### config.mk
export PLATFORM = sky130hd
export DESIGN_NAME = selective_repeat_receiver
export DESIGN_NICKNAME = d
export VERILOG_FILES = /design/src/design/srr_pkg.sv /design/src/design/srr_queue.sv /design/src/design/srr_front.sv /design/src/design/srr_back.sv /design/src/design/selective_repeat_receiver.sv
export SDC_FILE = /design/constraint.sdc
export NUM_CORES = 1
export LEC_CHECK = 0
export BUFFER_PORTS_ARGS = -buffer_cell sky130_fd_sc_hd__buf_2
export CORE_ASPECT_RATIO = 1.25
export CORE_MARGIN = 2
export CORE_UTILIZATION = 57
export DETAILED_ROUTE_END_ITERATION = 6
export GPL_TIMING_DRIVEN = 1
export PLACE_DENSITY = 0.74
export RECOVER_POWER = 25
export SYNTH_ARGS = -nofsm -noshare
export SYNTH_HDL_FRONTEND = slang
export SYNTH_SLANG_ARGS = --single-unit
### constraint.sdc
create_clock -name aclk -period 13.7 [get_ports aclk]
set_input_delay 0.685 -clock aclk [delete_from_list [all_inputs] [get_ports aclk]]
set_output_delay 0.685 -clock aclk [all_outputs]
set_load 0.005 [all_outputs]
### src/design/srr_pkg.sv
package srr_pkg;

    localparam int SEQ_W = 32;
    localparam int TAG_W = 16;
    localparam int LEN_W = 9;
    localparam int WIN_W = 6;

    // Result kinds, carried on tuser
    localparam logic RESULT_ACK     = 1'b0;
    localparam logic RESULT_DELIVER = 1'b1;

    localparam logic [WIN_W-1:0] WINDOW_RESET = 6'd8;

    // Command queue between classifier and executor (depth is a power of two)
    localparam int QUEUE_DEPTH = 2;
    localparam int QPTR_W      = $clog2(QUEUE_DEPTH);

    typedef struct packed {
        logic             store;  // in-window packet: write slot and mark it
        logic             drain;  // packet sits at the base: deliver in order after store
        logic [SEQ_W-1:0] seq;
        logic [TAG_W-1:0] tag;
        logic [LEN_W-1:0] len;
    } cmd_t;

endpackage

### src/design/srr_queue.sv
module srr_queue
    import srr_pkg::*;
(
    input  logic aclk,
    input  logic aresetn,
    input  logic push,
    input  cmd_t push_cmd,
    input  logic pop,
    output cmd_t pop_cmd,
    output logic full,
    output logic empty
);

    cmd_t              entry_reg [QUEUE_DEPTH];
    logic [QPTR_W-1:0] wr_ptr_reg, wr_ptr_next;
    logic [QPTR_W-1:0] rd_ptr_reg, rd_ptr_next;
    logic [QPTR_W:0]   count_reg, count_next;

    assign full    = (count_reg == (QPTR_W+1)'(QUEUE_DEPTH));
    assign empty   = (count_reg == '0);
    assign pop_cmd = entry_reg[rd_ptr_reg];

    // Advance pointers; depth is a power of two so they wrap on their own
    always_comb begin
        wr_ptr_next = wr_ptr_reg;
        rd_ptr_next = rd_ptr_reg;
        count_next  = count_reg;
        if (push) begin
            wr_ptr_next = wr_ptr_reg + 1'b1;
        end
        if (pop) begin
            rd_ptr_next = rd_ptr_reg + 1'b1;
        end
        if (push && !pop) begin
            count_next = count_reg + 1'b1;
        end else if (pop && !push) begin
            count_next = count_reg - 1'b1;
        end
    end

    always_ff @(posedge aclk) begin
        if (!aresetn) begin
            wr_ptr_reg <= '0;
            rd_ptr_reg <= '0;
            count_reg  <= '0;
        end else begin
            wr_ptr_reg <= wr_ptr_next;
            rd_ptr_reg <= rd_ptr_next;
            count_reg  <= count_next;
        end
    end

    // Store the pushed item
    always_ff @(posedge aclk) begin
        if (push) begin
            entry_reg[wr_ptr_reg] <= push_cmd;
        end
    end

endmodule

### src/design/srr_front.sv
module srr_front
    import srr_pkg::*;
#(
    parameter int BUFFER_DEPTH = 32,
    parameter int MAX_PAYLOAD  = 500
)
(
    input  logic             aclk,
    input  logic             aresetn,
    input  logic             in_valid,
    output logic             in_ready,
    input  logic [SEQ_W-1:0] in_seq,
    input  logic [TAG_W-1:0] in_tag,
    input  logic [LEN_W-1:0] in_len,
    input  logic             cfg_write,
    input  logic [WIN_W-1:0] cfg_window,
    input  logic [SEQ_W-1:0] receive_base,
    input  logic             drain_done,
    input  logic             queue_full,
    output logic             push,
    output cmd_t             push_cmd
);

    localparam logic [WIN_W-1:0] DEPTH_WIN = WIN_W'(BUFFER_DEPTH);

    logic [WIN_W-1:0] window_reg, window_next;
    logic             drain_pend_reg, drain_pend_next;
    logic [WIN_W-1:0] win_eff;
    logic [SEQ_W-1:0] ahead, behind, win_ext;
    logic             in_window, is_old, accept;
    logic [LEN_W-1:0] len_clamped;

    // Hold off while a drain may still move the base
    assign in_ready = !queue_full && !drain_pend_reg;
    assign accept   = in_valid && in_ready;

    // Clamp the window to [1, depth]
    always_comb begin
        if (window_reg == '0) begin
            win_eff = WIN_W'(1);
        end else if (window_reg > DEPTH_WIN) begin
            win_eff = DEPTH_WIN;
        end else begin
            win_eff = window_reg;
        end
    end

    // Classify against the base, modulo 2^32
    assign ahead     = in_seq - receive_base;
    assign behind    = receive_base - in_seq;
    assign win_ext   = SEQ_W'(win_eff);
    assign in_window = (ahead < win_ext);
    assign is_old    = (behind != '0) && (behind <= win_ext);

    // Limit the length to the largest payload
    assign len_clamped = (17'(in_len) > 17'(MAX_PAYLOAD)) ? LEN_W'(MAX_PAYLOAD) : in_len;

    // Build the command; dropped packets push nothing
    always_comb begin
        push           = accept && (in_window || is_old);
        push_cmd.store = in_window;
        push_cmd.drain = in_window && (ahead == '0);
        push_cmd.seq   = in_seq;
        push_cmd.tag   = in_tag;
        push_cmd.len   = len_clamped;
    end

    always_comb begin
        window_next     = cfg_write ? cfg_window : window_reg;
        drain_pend_next = drain_pend_reg;
        if (push && push_cmd.drain) begin
            drain_pend_next = 1'b1;
        end else if (drain_done) begin
            drain_pend_next = 1'b0;
        end
    end

    always_ff @(posedge aclk) begin
        if (!aresetn) begin
            window_reg     <= WINDOW_RESET;
            drain_pend_reg <= 1'b0;
        end else begin
            window_reg     <= window_next;
            drain_pend_reg <= drain_pend_next;
        end
    end

endmodule

### src/design/srr_back.sv
module srr_back
    import srr_pkg::*;
#(
    parameter int BUFFER_DEPTH = 32
)
(
    input  logic             aclk,
    input  logic             aresetn,
    input  logic             queue_empty,
    input  cmd_t             cmd,
    output logic             pop,
    output logic [SEQ_W-1:0] receive_base,
    output logic             drain_done,
    output logic             out_valid,
    input  logic             out_ready,
    output logic             out_kind,
    output logic [SEQ_W-1:0] out_seq,
    output logic [TAG_W-1:0] out_tag,
    output logic [LEN_W-1:0] out_len,
    output logic             out_last
);

    localparam int IDX_W = $clog2(BUFFER_DEPTH);
    localparam logic [IDX_W:0]   DEPTH_SUM = (IDX_W+1)'(BUFFER_DEPTH);
    localparam logic [IDX_W-1:0] IDX_LAST  = IDX_W'(BUFFER_DEPTH - 1);

    typedef enum logic {ST_IDLE, ST_DRAIN} state_t;

    state_t                  state_reg, state_next;
    logic [SEQ_W-1:0]        base_reg, base_next;
    logic [IDX_W-1:0]        idx_reg, idx_next, idx_inc;
    logic [BUFFER_DEPTH-1:0] mark_reg, mark_next;
    logic                    valid_reg, valid_next;
    logic                    kind_reg, kind_next;
    logic [SEQ_W-1:0]        seq_reg, seq_next;
    logic [TAG_W-1:0]        tag_reg, tag_next;
    logic [LEN_W-1:0]        len_reg, len_next;
    logic                    last_reg, last_next;

    logic [TAG_W-1:0]        tag_mem [BUFFER_DEPTH];
    logic [LEN_W-1:0]        len_mem [BUFFER_DEPTH];

    logic                    out_free, mem_write, mem_read;
    logic [SEQ_W-1:0]        ahead;
    logic [IDX_W:0]          slot_sum;
    logic [IDX_W-1:0]        slot;

    assign out_free = !valid_reg || out_ready;
    assign idx_inc  = (idx_reg == IDX_LAST) ? '0 : idx_reg + 1'b1;

    // Slot of a stored packet: base slot plus offset, wrapped once
    assign ahead    = cmd.seq - base_reg;
    assign slot_sum = {1'b0, idx_reg} + {1'b0, ahead[IDX_W-1:0]};
    assign slot     = (slot_sum >= DEPTH_SUM) ? IDX_W'(slot_sum - DEPTH_SUM)
                                              : slot_sum[IDX_W-1:0];

    always_comb begin
        state_next = state_reg;
        base_next  = base_reg;
        idx_next   = idx_reg;
        mark_next  = mark_reg;
        valid_next = valid_reg && !out_ready;
        kind_next  = kind_reg;
        seq_next   = seq_reg;
        tag_next   = tag_reg;
        len_next   = len_reg;
        last_next  = last_reg;
        pop        = 1'b0;
        mem_write  = 1'b0;
        mem_read   = 1'b0;
        drain_done = 1'b0;
        case (state_reg)
            ST_IDLE: begin
                // Take a command: store if in window, then send its ack
                if (!queue_empty && out_free) begin
                    pop        = 1'b1;
                    valid_next = 1'b1;
                    kind_next  = RESULT_ACK;
                    seq_next   = cmd.seq;
                    tag_next   = '0;
                    len_next   = '0;
                    last_next  = !cmd.drain;
                    if (cmd.store) begin
                        mem_write       = 1'b1;
                        mark_next[slot] = 1'b1;
                    end
                    if (cmd.drain) begin
                        state_next = ST_DRAIN;
                    end
                end
            end
            ST_DRAIN: begin
                // Deliver the base slot, clear it and advance the base
                if (out_free) begin
                    valid_next         = 1'b1;
                    kind_next          = RESULT_DELIVER;
                    seq_next           = base_reg;
                    mem_read           = 1'b1;
                    last_next          = !mark_reg[idx_inc];
                    mark_next[idx_reg] = 1'b0;
                    base_next          = base_reg + 1'b1;
                    idx_next           = idx_inc;
                    if (!mark_reg[idx_inc]) begin
                        state_next = ST_IDLE;
                        drain_done = 1'b1;
                    end
                end
            end
            default: begin
                state_next = ST_IDLE;
            end
        endcase
    end

    always_ff @(posedge aclk) begin
        if (!aresetn) begin
            state_reg <= ST_IDLE;
            base_reg  <= '0;
            idx_reg   <= '0;
            mark_reg  <= '0;
            valid_reg <= 1'b0;
        end else begin
            state_reg <= state_next;
            base_reg  <= base_next;
            idx_reg   <= idx_next;
            mark_reg  <= mark_next;
            valid_reg <= valid_next;
        end
        kind_reg <= kind_next;
        seq_reg  <= seq_next;
        last_reg <= last_next;
        // Load the payload of the base slot on a delivery
        if (mem_read) begin
            tag_reg <= tag_mem[idx_reg];
            len_reg <= len_mem[idx_reg];
        end else begin
            tag_reg <= tag_next;
            len_reg <= len_next;
        end
    end

    // Slot payload store
    always_ff @(posedge aclk) begin
        if (mem_write) begin
            tag_mem[slot] <= cmd.tag;
            len_mem[slot] <= cmd.len;
        end
    end

    assign receive_base = base_reg;
    assign out_valid    = valid_reg;
    assign out_kind     = kind_reg;
    assign out_seq      = seq_reg;
    assign out_tag      = tag_reg;
    assign out_len      = len_reg;
    assign out_last     = last_reg;

endmodule

### src/design/selective_repeat_receiver.sv
// An item's ack reaches m_tvalid through the command queue and the output register.
// Items that do not reach the base flow on unless m_tready stalls; one at the base blocks
// input until its in-order run is out, one delivery per cycle while m_tready allows.
// The executor emits at most one result per cycle through its output register.
// Reset (aresetn low, synchronous) clears base, received marks, queue and window (8)
// at once; slot payloads are not cleared and no clearing pass runs.
module selective_repeat_receiver
    import srr_pkg::*;
#(
    parameter int BUFFER_DEPTH = 32,
    parameter int MAX_PAYLOAD  = 500
)
(
    input  logic             aclk,
    input  logic             aresetn,
    // s_tdata: [31:0] sequence_number, [47:32] payload_tag, [56:48] payload_length
    input  logic             s_tvalid,
    output logic             s_tready,
    input  logic [63:0]      s_tdata,
    // m_tdata: [31:0] result_sequence, [47:32] result_tag, [56:48] result_length
    output logic             m_tvalid,
    input  logic             m_tready,
    output logic [63:0]      m_tdata,
    // m_tuser: [0] result_kind
    output logic             m_tuser,
    output logic             m_tlast,
    input  logic             cfg_valid,
    output logic             cfg_ready,
    input  logic [WIN_W-1:0] cfg_data
);

    logic             push, pop, q_full, q_empty, drain_done;
    cmd_t             push_cmd, pop_cmd;
    logic [SEQ_W-1:0] receive_base, out_seq;
    logic [TAG_W-1:0] out_tag;
    logic [LEN_W-1:0] out_len;

    assign cfg_ready = 1'b1;

    srr_front #(
        .BUFFER_DEPTH (BUFFER_DEPTH),
        .MAX_PAYLOAD  (MAX_PAYLOAD)
    ) u_front (
        .aclk         (aclk),
        .aresetn      (aresetn),
        .in_valid     (s_tvalid),
        .in_ready     (s_tready),
        .in_seq       (s_tdata[31:0]),
        .in_tag       (s_tdata[47:32]),
        .in_len       (s_tdata[56:48]),
        .cfg_write    (cfg_valid && cfg_ready),
        .cfg_window   (cfg_data),
        .receive_base (receive_base),
        .drain_done   (drain_done),
        .queue_full   (q_full),
        .push         (push),
        .push_cmd     (push_cmd)
    );

    srr_queue u_queue (
        .aclk     (aclk),
        .aresetn  (aresetn),
        .push     (push),
        .push_cmd (push_cmd),
        .pop      (pop),
        .pop_cmd  (pop_cmd),
        .full     (q_full),
        .empty    (q_empty)
    );

    srr_back #(
        .BUFFER_DEPTH (BUFFER_DEPTH)
    ) u_back (
        .aclk         (aclk),
        .aresetn      (aresetn),
        .queue_empty  (q_empty),
        .cmd          (pop_cmd),
        .pop          (pop),
        .receive_base (receive_base),
        .drain_done   (drain_done),
        .out_valid    (m_tvalid),
        .out_ready    (m_tready),
        .out_kind     (m_tuser),
        .out_seq      (out_seq),
        .out_tag      (out_tag),
        .out_len      (out_len),
        .out_last     (m_tlast)
    );

    assign m_tdata = {7'd0, out_len, out_tag, out_seq};

endmodule

==> out/metrics.yaml, run 1 <==
status:
  status: "finished with violations"
  failed_checks: "capacitance limit, slew limit"
synthesis:
  netlist_instances: 2777
  seq_area_frac_synth_pct: 67.4
  ys.flop_type: "edfxtp_1"
  yosys-top-cells-count: "edfxtp_1 (977), mux4_2 (253), nor2_1 (147)"
  synthMostInstantiatedCell: "edfxtp_1"
  yosysTopAreaCell: "edfxtp_1"
  ys_ff_latch: 1065
  synth_top_area_share_pct: 63.6
  synthTopCellsByArea: "edfxtp_1 (64%), mux4_2 (12%), dfxtp_1 (3.8%)"
  ys_types: 83
  yosysWarningCount: 0
  avgSynthCellArea_um2: 16.6
  ys_async_sr_fraction_pct: 0
  synth_edf_count: 977
  synth_area_um2: 46100
floorplanning:
  ios: 144
  coreArea_um2: 80100
  die_area_um2: 83200
  start_util_pct: 57.6
  die_h_um: 322
  rows: 116
  die_w_um: 258
power_and_ir_drop:
  p_leak_nw: 16.4
  powerDensity_nw_per_um2: 126
  ir_worst_vdd_uv: 98.3
placed_design:
  place_hpwl_um: 71700
  port-buffer-count: 128
  dpl-instance-area_um2: 48200
  gp_congestion: 0.940
detailed_routing:
  vias: 26500
  routed_via_density: 6.54
  ant_nets: 0
  wirelength_um: 121000
  first_iter_violations: 3029
  drc_errors: 0
  drt_first_pass_iters: 6
  wire_per_inst_um: 29.9
sta:
  period_share_pct: 44.5
  setup_viol_count_final: 0
  tns_ns: 0
  period_needed_ns: 6.10
  hold_viol: 0
  finalMaxSlewViolations: 157
  tightest_slew_ns: 3.61
  relSlewSlack_pct: -140
  fin_worst_skew_ns: 0.0432
  fmax_ghz: 0.164
  rsz0062_at_grt: "no"
worst_setup_path:
  crit_arrival_ns: 6.39
  timing.reg2reg.setup_slack_ns: 7.60
  worstSetupEndpointType: "flop"
  critPathMaxFanout: 41
  worst_ep_required_time_ns: 13.99
  crit_type: "flop to flop"
  crit_path_start_kind: "flop"
clock_network:
  cts_hold_buf: 0
  cts_tree: "built"
  root_buffer: "clkbuf_16"
  clk_pin_slew_ns: 0.06
  cts_resized: 0
  clock_sinks: 1065
  htreeDepth: 3
  insertion_delay_ns: 0.68
  numCtsBuffers: 99
  cts_setup_buffers: 0
  clk_path_buf_depth: 3
layout:
  postLayoutCellArea_um2: 51400
  largest_reg_flops: 512
  drive_above_1_share_pct: 20.7
  num_antenna_cells: 0
  final_nets: 3081
  syn2layout_area_growth_pct: 11.4
global_routing:
  antenna_found_initial: 0
  first_global_vias: 27200
  grt_pass1_wl_um: 178000
  grt_max_degree: 146
  gr-total-overflow: 0
  grt_util_all_layers_pct: 29.6
min_path:
  worstHoldPathType: "primary input to flop"
flow_run:
  drv_cap: 2
cell families after synthesis:
family / synth area share [%]
flip-flops: 67.4
AND/OR/NAND/NOR: 5.87
AO/OA/AOI/OAI: 5.65
multiplexers: 15.1
buffers and inverters: 2.04
adder cells (fa/ha/maj): 2.56
XOR/XNOR: 1.39
other: 0.0163
critical path: stages, from the launching register on:
cell and delay, ns:
dfxtp_1 0.42, ha_1 0.44, a21oi_1 0.64, o21a_2 0.31
a2bb2oi_2 0.30, o221ai_1 0.28, nor4_1 0.45, nand4_1 0.12
or4_1 0.56, a2111oi_0 0.41, a32o_2 0.32, nor2b_4 0.71
buf_4 0.63
worst paths after layout:
path,from,to,cells past startpoint
worst max-delay path,u_back.receive_base[22]$_SDFFE_PN0P_,u_queue.entry_reg[0][16]$_DFFE_PP_,12
worst min-delay path,s_tdata[41],u_queue.entry_reg[1][18]$_DFFE_PP_,1
worst max register to register,u_back.receive_base[22]$_SDFFE_PN0P_,u_queue.entry_reg[0][16]$_DFFE_PP_,12
worst min register to register,u_front.drain_pend_reg$_SDFFE_PN0P_,u_front.drain_pend_reg$_SDFFE_PN0P_,2
metrics by stage:
stage               worst slack (ns)  hold WS, ns  instances  utilization, %  power, mW
finish                          7.60        0.206       4056            64.1       6.45
global route                    7.38        0.186       4056            64.1       6.59
CTS                             7.61        0.156       4056            64.2       6.47
detailed placement              7.16        0.511       3875            60.1       3.72
global placement                7.26        0.505       3875            60.1       3.72
floorplan                       6.91        0.455       2783               -       3.67
layout make-up:
| cell class | instances | area, um^2 |
|---|---|---|
| clock buffers | 122 | 2640 |
| clock inverters | 59 | 656 |
| fillers | 5453 | 28700 |
| inverters | 88 | 330 |
| multi-input cells | 1486 | 14400 |
| flip-flops and latches | 1065 | 31100 |
| well taps | 1062 | 1330 |
| repair buffers | 174 | 937 |
cell usage in the layout (no fill, tap or decap), types with 14 or more instances in the layout:
| cell | instances |
|---|---|
| edfxtp_1 | 977 |
| mux4_2 | 253 |
| nand2_1 | 128 |
| nor2_1 | 115 |
| clkbuf_16 | 100 |
| ha_1 | 88 |
| inv_1 | 87 |
| a21oi_1 | 86 |
| buf_2 | 85 |
| mux2i_1 | 82 |
| dfxtp_1 | 82 |
| o21ai_0 | 81 |
| o21a_1 | 79 |
| clkbuf_1 | 62 |
| xnor2_1 | 55 |
| buf_4 | 43 |
| and2_1 | 40 |
| nor3_1 | 39 |
| nand3_1 | 35 |
| nand4_1 | 32 |
| nor2_4 | 32 |
| mux2_2 | 24 |
| o21ai_1 | 21 |
| nor2b_1 | 20 |
| xor2_1 | 18 |
| clkinv_2 | 18 |
| o211ai_1 | 16 |
| nor4_1 | 16 |
| nand2b_1 | 15 |
| clkinv_1 | 15 |
| mux2_1 | 14 |
| and3_1 | 14 |
power breakdown:
| group | switching [mW] | leakage [nW] | internal, mW |
|---|---|---|---|
| clock network | 1.21 | 1.61 | 1.58 |
| logic | 0.101 | 5.20 | 0.0501 |
| registers | 0.000929 | 9.56 | 3.50 |
| total | 1.32 | 16.4 | 5.13 |
metal layers:
layer	wire (um)	part of all wire, %	global-route usage (%)
met3	8980	7.4	4.25
met2	63600	52	52.4
met5	0	0	0
met1	43900	36	36.6
met4	4890	4.0	11.8
(Power assumes the default switching activity.)
==> run 2: changes to the inputs <==
--- a/config.mk
+++ b/config.mk
@@ -8,10 +8,10 @@
 export BUFFER_PORTS_ARGS = -buffer_cell sky130_fd_sc_hd__buf_2
 export CORE_ASPECT_RATIO = 1.25
 export CORE_MARGIN = 2
-export CORE_UTILIZATION = 57
+export CORE_UTILIZATION = 56
 export DETAILED_ROUTE_END_ITERATION = 6
 export GPL_TIMING_DRIVEN = 1
-export PLACE_DENSITY = 0.74
+export PLACE_DENSITY = 0.76
 export RECOVER_POWER = 25
 export SYNTH_ARGS = -nofsm -noshare
 export SYNTH_HDL_FRONTEND = slang
==> constraint.sdc (replaced) <==
create_clock -name aclk -period 5.6 [get_ports aclk]
set_input_delay 0.28 -clock aclk [delete_from_list [all_inputs] [get_ports aclk]]
set_output_delay 0.28 -clock aclk [all_outputs]
set_load 0.005 [all_outputs]
==> run 2 against run 1 <==
The run still ends with capacitance limit, slew limit left. Via count up 2.0%. Worst setup slack lost 7.2 ns. Routed wire length up 4.4%. Critical path type unchanged. First-iteration DRC count increased by 4.2%. Highest routed layer unchanged. Sequential power rose by 140%. Critical path depth grew 1. Total power increased by 140%. Maximum frequency is 17% higher. Clock skew is 0.011 ns lower.
==> out/metrics.yaml, run 2 (synthesis gave the netlist of run 1 again) <==
status:
  status: "finished with violations"
  failed_checks: "capacitance limit, slew limit"
clock_network:
  cts_tree: "built"
  root_buffer: "clkbuf_16"
  clock_sinks: 1065
  clk_path_buf_depth: 3
  insertion_delay_ns: 0.67
  htreeDepth: 3
  clk_pin_slew_ns: 0.07
  numCtsBuffers: 96
placed_design:
  dp_cells: 3908
  port-buffer-count: 128
  gp_congestion: 0.948
  place_hpwl_um: 76800
global_routing:
  first_global_vias: 28000
  grt_util_all_layers_pct: 30.3
  gr-total-overflow: 0
  grt_max_degree: 88
  antenna_found_initial: 0
  grt_pass1_wl_um: 186000
sta:
  fin_worst_skew_ns: 0.0321
  tightest_slew_ns: 2.67
  period_needed_ns: 5.22
  hold_viol: 0
  period_share_pct: 93.2
  rsz0062_at_grt: "no"
  relSlewSlack_pct: -78.2
  finalMaxSlewViolations: 123
  fmax_ghz: 0.192
  tns_ns: 0
  setup_viol_count_final: 0
detailed_routing:
  first_iter_violations: 3156
  routed_via_density: 6.52
  wire_per_inst_um: 30.5
  ant_nets: 0
  drc_errors: 0
  drt_first_pass_iters: 5
  vias: 27100
  wirelength_um: 127000
worst_setup_path:
  crit_path_start_kind: "flop"
  worst_ep_required_time_ns: 5.94
  critPathMaxFanout: 19
  worstSetupEndpointType: "flop"
  crit_arrival_ns: 5.56
  crit_type: "flop to flop"
floorplanning:
  ios: 144
  die_h_um: 325
  die_w_um: 261
  coreArea_um2: 81500
  die_area_um2: 84700
  rows: 117
  start_util_pct: 56.6
layout:
  num_antenna_cells: 0
  nFillCells: 5564
  largest_reg_flops: 512
  stdcell_count: 4150
  final_nets: 3167
  layout_commonest_cell: "edfxtp_1"
  most-common-layout-cells: "edfxtp_1 (977), mux4_2 (253), nand2_1 (128)"
  syn2layout_area_growth_pct: 12.7
  drive_above_1_share_pct: 18.6
power_and_ir_drop:
  ir_worst_vdd_uv: 246
  p_leak_nw: 16.5
  powerDensity_nw_per_um2: 295
flow_run:
  drv_cap: 2
min_path:
  worstHoldPathType: "primary input to flop"
[run 2: cell types whose count changed in the layout (fill, tap and decap cells not counted), moves of 6 or more]
cell | previous run | this run
dlygate4sd3_1 | 0 | 65
clkbuf_1 | 62 | 125
buf_2 | 85 | 35
buf_4 | 43 | 59
buf_12 | 1 | 9
bufinv_16 | 11 | 5
clkinv_2 | 18 | 12
[run 2: repair_timing]
item,in CTS,in global routing
endpoints found under the hold margin,120,0
resized for setup,0,0
hold buffers,65,0
buffers inserted,0,0
[run 2: final cells by class]
type,instances,area [um^2],share of cell area [%]
sequential,1065,31100,59.9
timing repair buffer,263,1810,3.47
clock buffer,132,2610,5.02
tap,1071,1340,2.58
clock inverter,45,400,0.770
inverter,88,330,0.636
multi-input combinational,1486,14400,27.7
[run 2: worst max-delay path, stage by stage (launching register included)]
cell	delay, ns
dfxtp_1	1.21
mux2i_1	0.37
ha_1	0.20
inv_1	0.06
fa_1	0.40
xor2_1	0.17
ha_1	0.35
nor2b_1	0.15
o21ai_0	0.15
nand2b_1	0.12
xnor2_1	0.33
nand2_1	0.33
nor2_4	0.65
buf_4	0.41
[run 2: power by group]
part           switching, mW  internal, mW  total [mW]  leakage, nW
Combinational          0.258         0.155       0.413         5.45
Clock                   2.86          3.51        6.37         1.46
Sequential           0.00280          8.56        8.56         9.56
[run 2: worst paths after layout]
| kind | start | endpoint | slack [ns] | cells after the start |
|---|---|---|---|---|
| setup / recovery | flop | u_back.tag_mem[21][15]$_DFFE_PP_ | 0.38 | 13 |
| hold / removal | cfg_valid | u_front.window_reg[1]$_SDFFE_PN0P_ | 0.04 | 3 |
| setup reg to reg | flop | u_back.tag_mem[21][15]$_DFFE_PP_ | 0.38 | 13 |
| hold reg to reg | u_front.drain_pend_reg$_SDFFE_PN0P_ | u_front.drain_pend_reg$_SDFFE_PN0P_ | 0.53 | 2 |
[run 2: stage by stage]
step                utilization (%)  area, um^2  hold slack (ns)  power [mW]  setup WS (ns)
floorplan                         -       46200            0.379        8.97          0.263
global placement               59.4       48400            0.470        9.10          0.668
detailed placement             59.4       48400            0.472        9.10          0.554
CTS                            63.9       52100          0.00638        15.4          0.660
global route                   63.7       52000           0.0429        15.7          0.214
finish                         63.7       52000           0.0352        15.3          0.379
[run 2: routing by layer]
layer	part of all wire, %	vias up	track usage, %
li1	-	11400	-
met1	36	14000	37.6
met2	53	1398	54.1
met3	7.0	255	3.79
met4	4.1	0	11.9
met5	0	-	0
==> run 3: changes to the inputs <==
--- a/config.mk
+++ b/config.mk
@@ -5,12 +5,14 @@
 export SDC_FILE = /design/constraint.sdc
 export NUM_CORES = 1
 export LEC_CHECK = 0
+export ABC_CLOCK_PERIOD_IN_PS = 5600
 export BUFFER_PORTS_ARGS = -buffer_cell sky130_fd_sc_hd__buf_2
 export CORE_ASPECT_RATIO = 1.25
 export CORE_MARGIN = 2
 export CORE_UTILIZATION = 56
 export DETAILED_ROUTE_END_ITERATION = 6
 export GPL_TIMING_DRIVEN = 1
+export HOLD_SLACK_MARGIN = 0.15
 export PLACE_DENSITY = 0.76
 export RECOVER_POWER = 25
 export SYNTH_ARGS = -nofsm -noshare
==> run 3 against run 2 <==
The flow still finishes with violations (capacitance limit, slew limit). Utilization rose by 0.072 points. Highest routed layer unchanged. Non-clock buffer count grew 6. Critical path depth fell by 4. Sequential power about the same. Die area unchanged. Via count about the same. Flip-flop and latch count unchanged. Clock skew rose by 0.0015 ns. Cell count rose by 0.14%. Routed wire length barely moved. First-iteration DRC count increased by 0.29%.
==> out/metrics.yaml, run 3 (synthesis gave the netlist of run 1 again) <==
global_routing:
  grt_max_degree: 88
  grt_util_all_layers_pct: 30.3
  first_global_vias: 27900
  gr-total-overflow: 0
  antenna_found_initial: 0
  grt_pass1_wl_um: 186000
layout:
  drive_above_1_share_pct: 18.5
  num_antenna_cells: 0
  syn2layout_area_growth_pct: 12.8
  postLayoutCellArea_um2: 52000
  most-common-layout-cells: "edfxtp_1 (977), mux4_2 (253), nand2_1 (128)"
  layout_commonest_cell: "edfxtp_1"
  final_nets: 3173
  largest_reg_flops: 512
min_path:
  holdCritStartpoint: "s_tdata[42]"
  holdPathEnd: "u_queue.entry_reg[1][19]$_DFFE_PP_"
  worstHoldPathType: "primary input to flop"
  hold_depth: 2
detailed_routing:
  vias: 27100
  wl_met1_um: 45500
  routed_via_density: 6.51
  top_layer: "met4"
  dr_wl_met3_um: 8660
  wirelength_um: 127000
  drt_first_pass_iters: 5
  drc_errors: 0
  first_iter_violations: 3165
  met2_length_um: 67500
  ant_nets: 0
  wire_per_inst_um: 30.5
placed_design:
  dpl-instance-area_um2: 48400
  dp_slack_ns: 0.554
  port-buffer-count: 128
  place_hpwl_um: 76800
  gp_congestion: 0.948
worst_setup_path:
  timing.reg2reg.setup_slack_ns: 0.38
  crit_chain: "mux2i_1 -> ha_1 -> inv_1 -> fa_1 -> inv_1 -> fa_1 -> nand3_1 -> nor2_4 -> buf_4"
  crit_type: "flop to flop"
  crit_path_start_kind: "flop"
  worstSetupEndpointType: "flop"
  critPathMaxFanout: 19
  cp_slowest_cell: "dfxtp_1"
  slowest_delay_ns: 1.21
  r2r_cells: 9
  crit_arrival_ns: 5.56
  worst_ep_required_time_ns: 5.94
  r2r_end: "u_back.tag_mem[21][15]$_DFFE_PP_"
floorplanning:
  die_w_um: 261
  die_area_um2: 84700
  die_h_um: 325
  rows: 117
  ios: 144
  coreArea_um2: 81500
  start_util_pct: 56.6
sta:
  finalMaxSlewViolations: 123
  tightest_slew_ns: 2.75
  hold_viol: 0
  setup_viol_count_final: 0
  period_needed_ns: 5.22
  fmax_ghz: 0.192
  period_share_pct: 93.2
  rsz0062_at_grt: "no"
  relSlewSlack_pct: -83.0
  tns_ns: 0
  fin_worst_skew_ns: 0.0335
  fin_ws_ns: 0.379
clock_network:
  cts_resized: 0
  insertion_delay_ns: 0.67
  clk_path_buf_depth: 3
  htreeDepth: 3
  numCtsBuffers: 96
  clk_pin_slew_ns: 0.06
  cts_tree: "built"
  root_buffer: "clkbuf_16"
  clock_sinks: 1065
power_and_ir_drop:
  ir_worst_vdd_uv: 246
  p_leak_nw: 16.5
  powerDensity_nw_per_um2: 295
flow_run:
  drv_cap: 2
status:
  status: "finished with violations"
  failed_checks: "capacitance limit, slew limit"
==> run 3: changes by cell type in the layout (fill, tap and decap cells not counted) <==
cell,delta
dlygate4sd3_1,+6
buf_2,-1
clkbuf_1,+1
==> run 3: repair_timing <==
action / in CTS / in global routing
hold endpoints to repair: 144 / 0
hold buffers: 71 / 0
setup buffers: 0 / 0
==> run 3: how the worst max path moves through the flow <==
stage,startpoint,endpoint,depth (start not counted),slack (ns)
2_1_floorplan,u_back.receive_base[0]$_SDFFE_PN0P_,u_queue.entry_reg[0][0]$_DFFE_PP_,16,0.26
5_1_grt,flop,u_back.tag_mem[21][15]$_DFFE_PP_,9,0.21
4_1_cts,u_back.receive_base[22]$_SDFFE_PN0P_,u_queue.count_reg[1]$_SDFFE_PN0P_,13,0.66
3_5_place_dp,s_tdata[22],u_queue.count_reg[1]$_SDFFE_PN0P_,15,0.55
6_report,flop,u_back.tag_mem[21][15]$_DFFE_PP_,9,0.38
3_3_place_gp,s_tdata[22],u_queue.count_reg[1]$_SDFFE_PN0P_,15,0.67
==> run 3: stage by stage <==
stage / total power, mW / util, % / std cells / hold WS [ns]
2_1_floorplan: 8.97 / - / 2783 / 0.379
3_3_place_gp: 9.10 / 59.4 / 3908 / 0.470
3_5_place_dp: 9.10 / 59.4 / 3908 / 0.472
4_1_cts: 15.4 / 64.0 / 4156 / 0.300
5_1_grt: 15.7 / 63.8 / 4156 / 0.349
6_report: 15.3 / 63.8 / 4156 / 0.337
==> run 3: critical path: cells and delay by family, from the launching register on <==
kind,cells,cell delay [ns]
buf+inv,3,0.53
fa+ha+maj,3,1.26
flops,1,1.21
simple gates,2,1.52
mux,1,0.37
==> run 3: cell type report <==
| type | instances | area, um^2 |
|---|---|---|
| well taps | 1071 | 1340 |
| repair buffers | 269 | 1860 |
| fillers | 5555 | 29500 |
| flip-flops and latches | 1065 | 31100 |
| clock inverters | 45 | 400 |
| multi-input cells | 1486 | 14400 |
| clock buffers | 132 | 2610 |
| inverters | 88 | 330 |
==> run 3: report_power, final <==
part | total (mW) | switching [mW] | leakage (nW) | internal [mW]
sequential | 8.56 | 0.00280 | 9.56 | 8.56
clock | 6.37 | 2.86 | 1.46 | 3.51
combinational | 0.415 | 0.257 | 5.47 | 0.159
==> run 3: layer usage <==
layer / up-vias / global-route usage, %
met5: - / 0
met4: 0 / 11.9
met3: 260 / 3.79
met2: 1421 / 54.1
met1: 14000 / 37.5
li1: 11400 / -
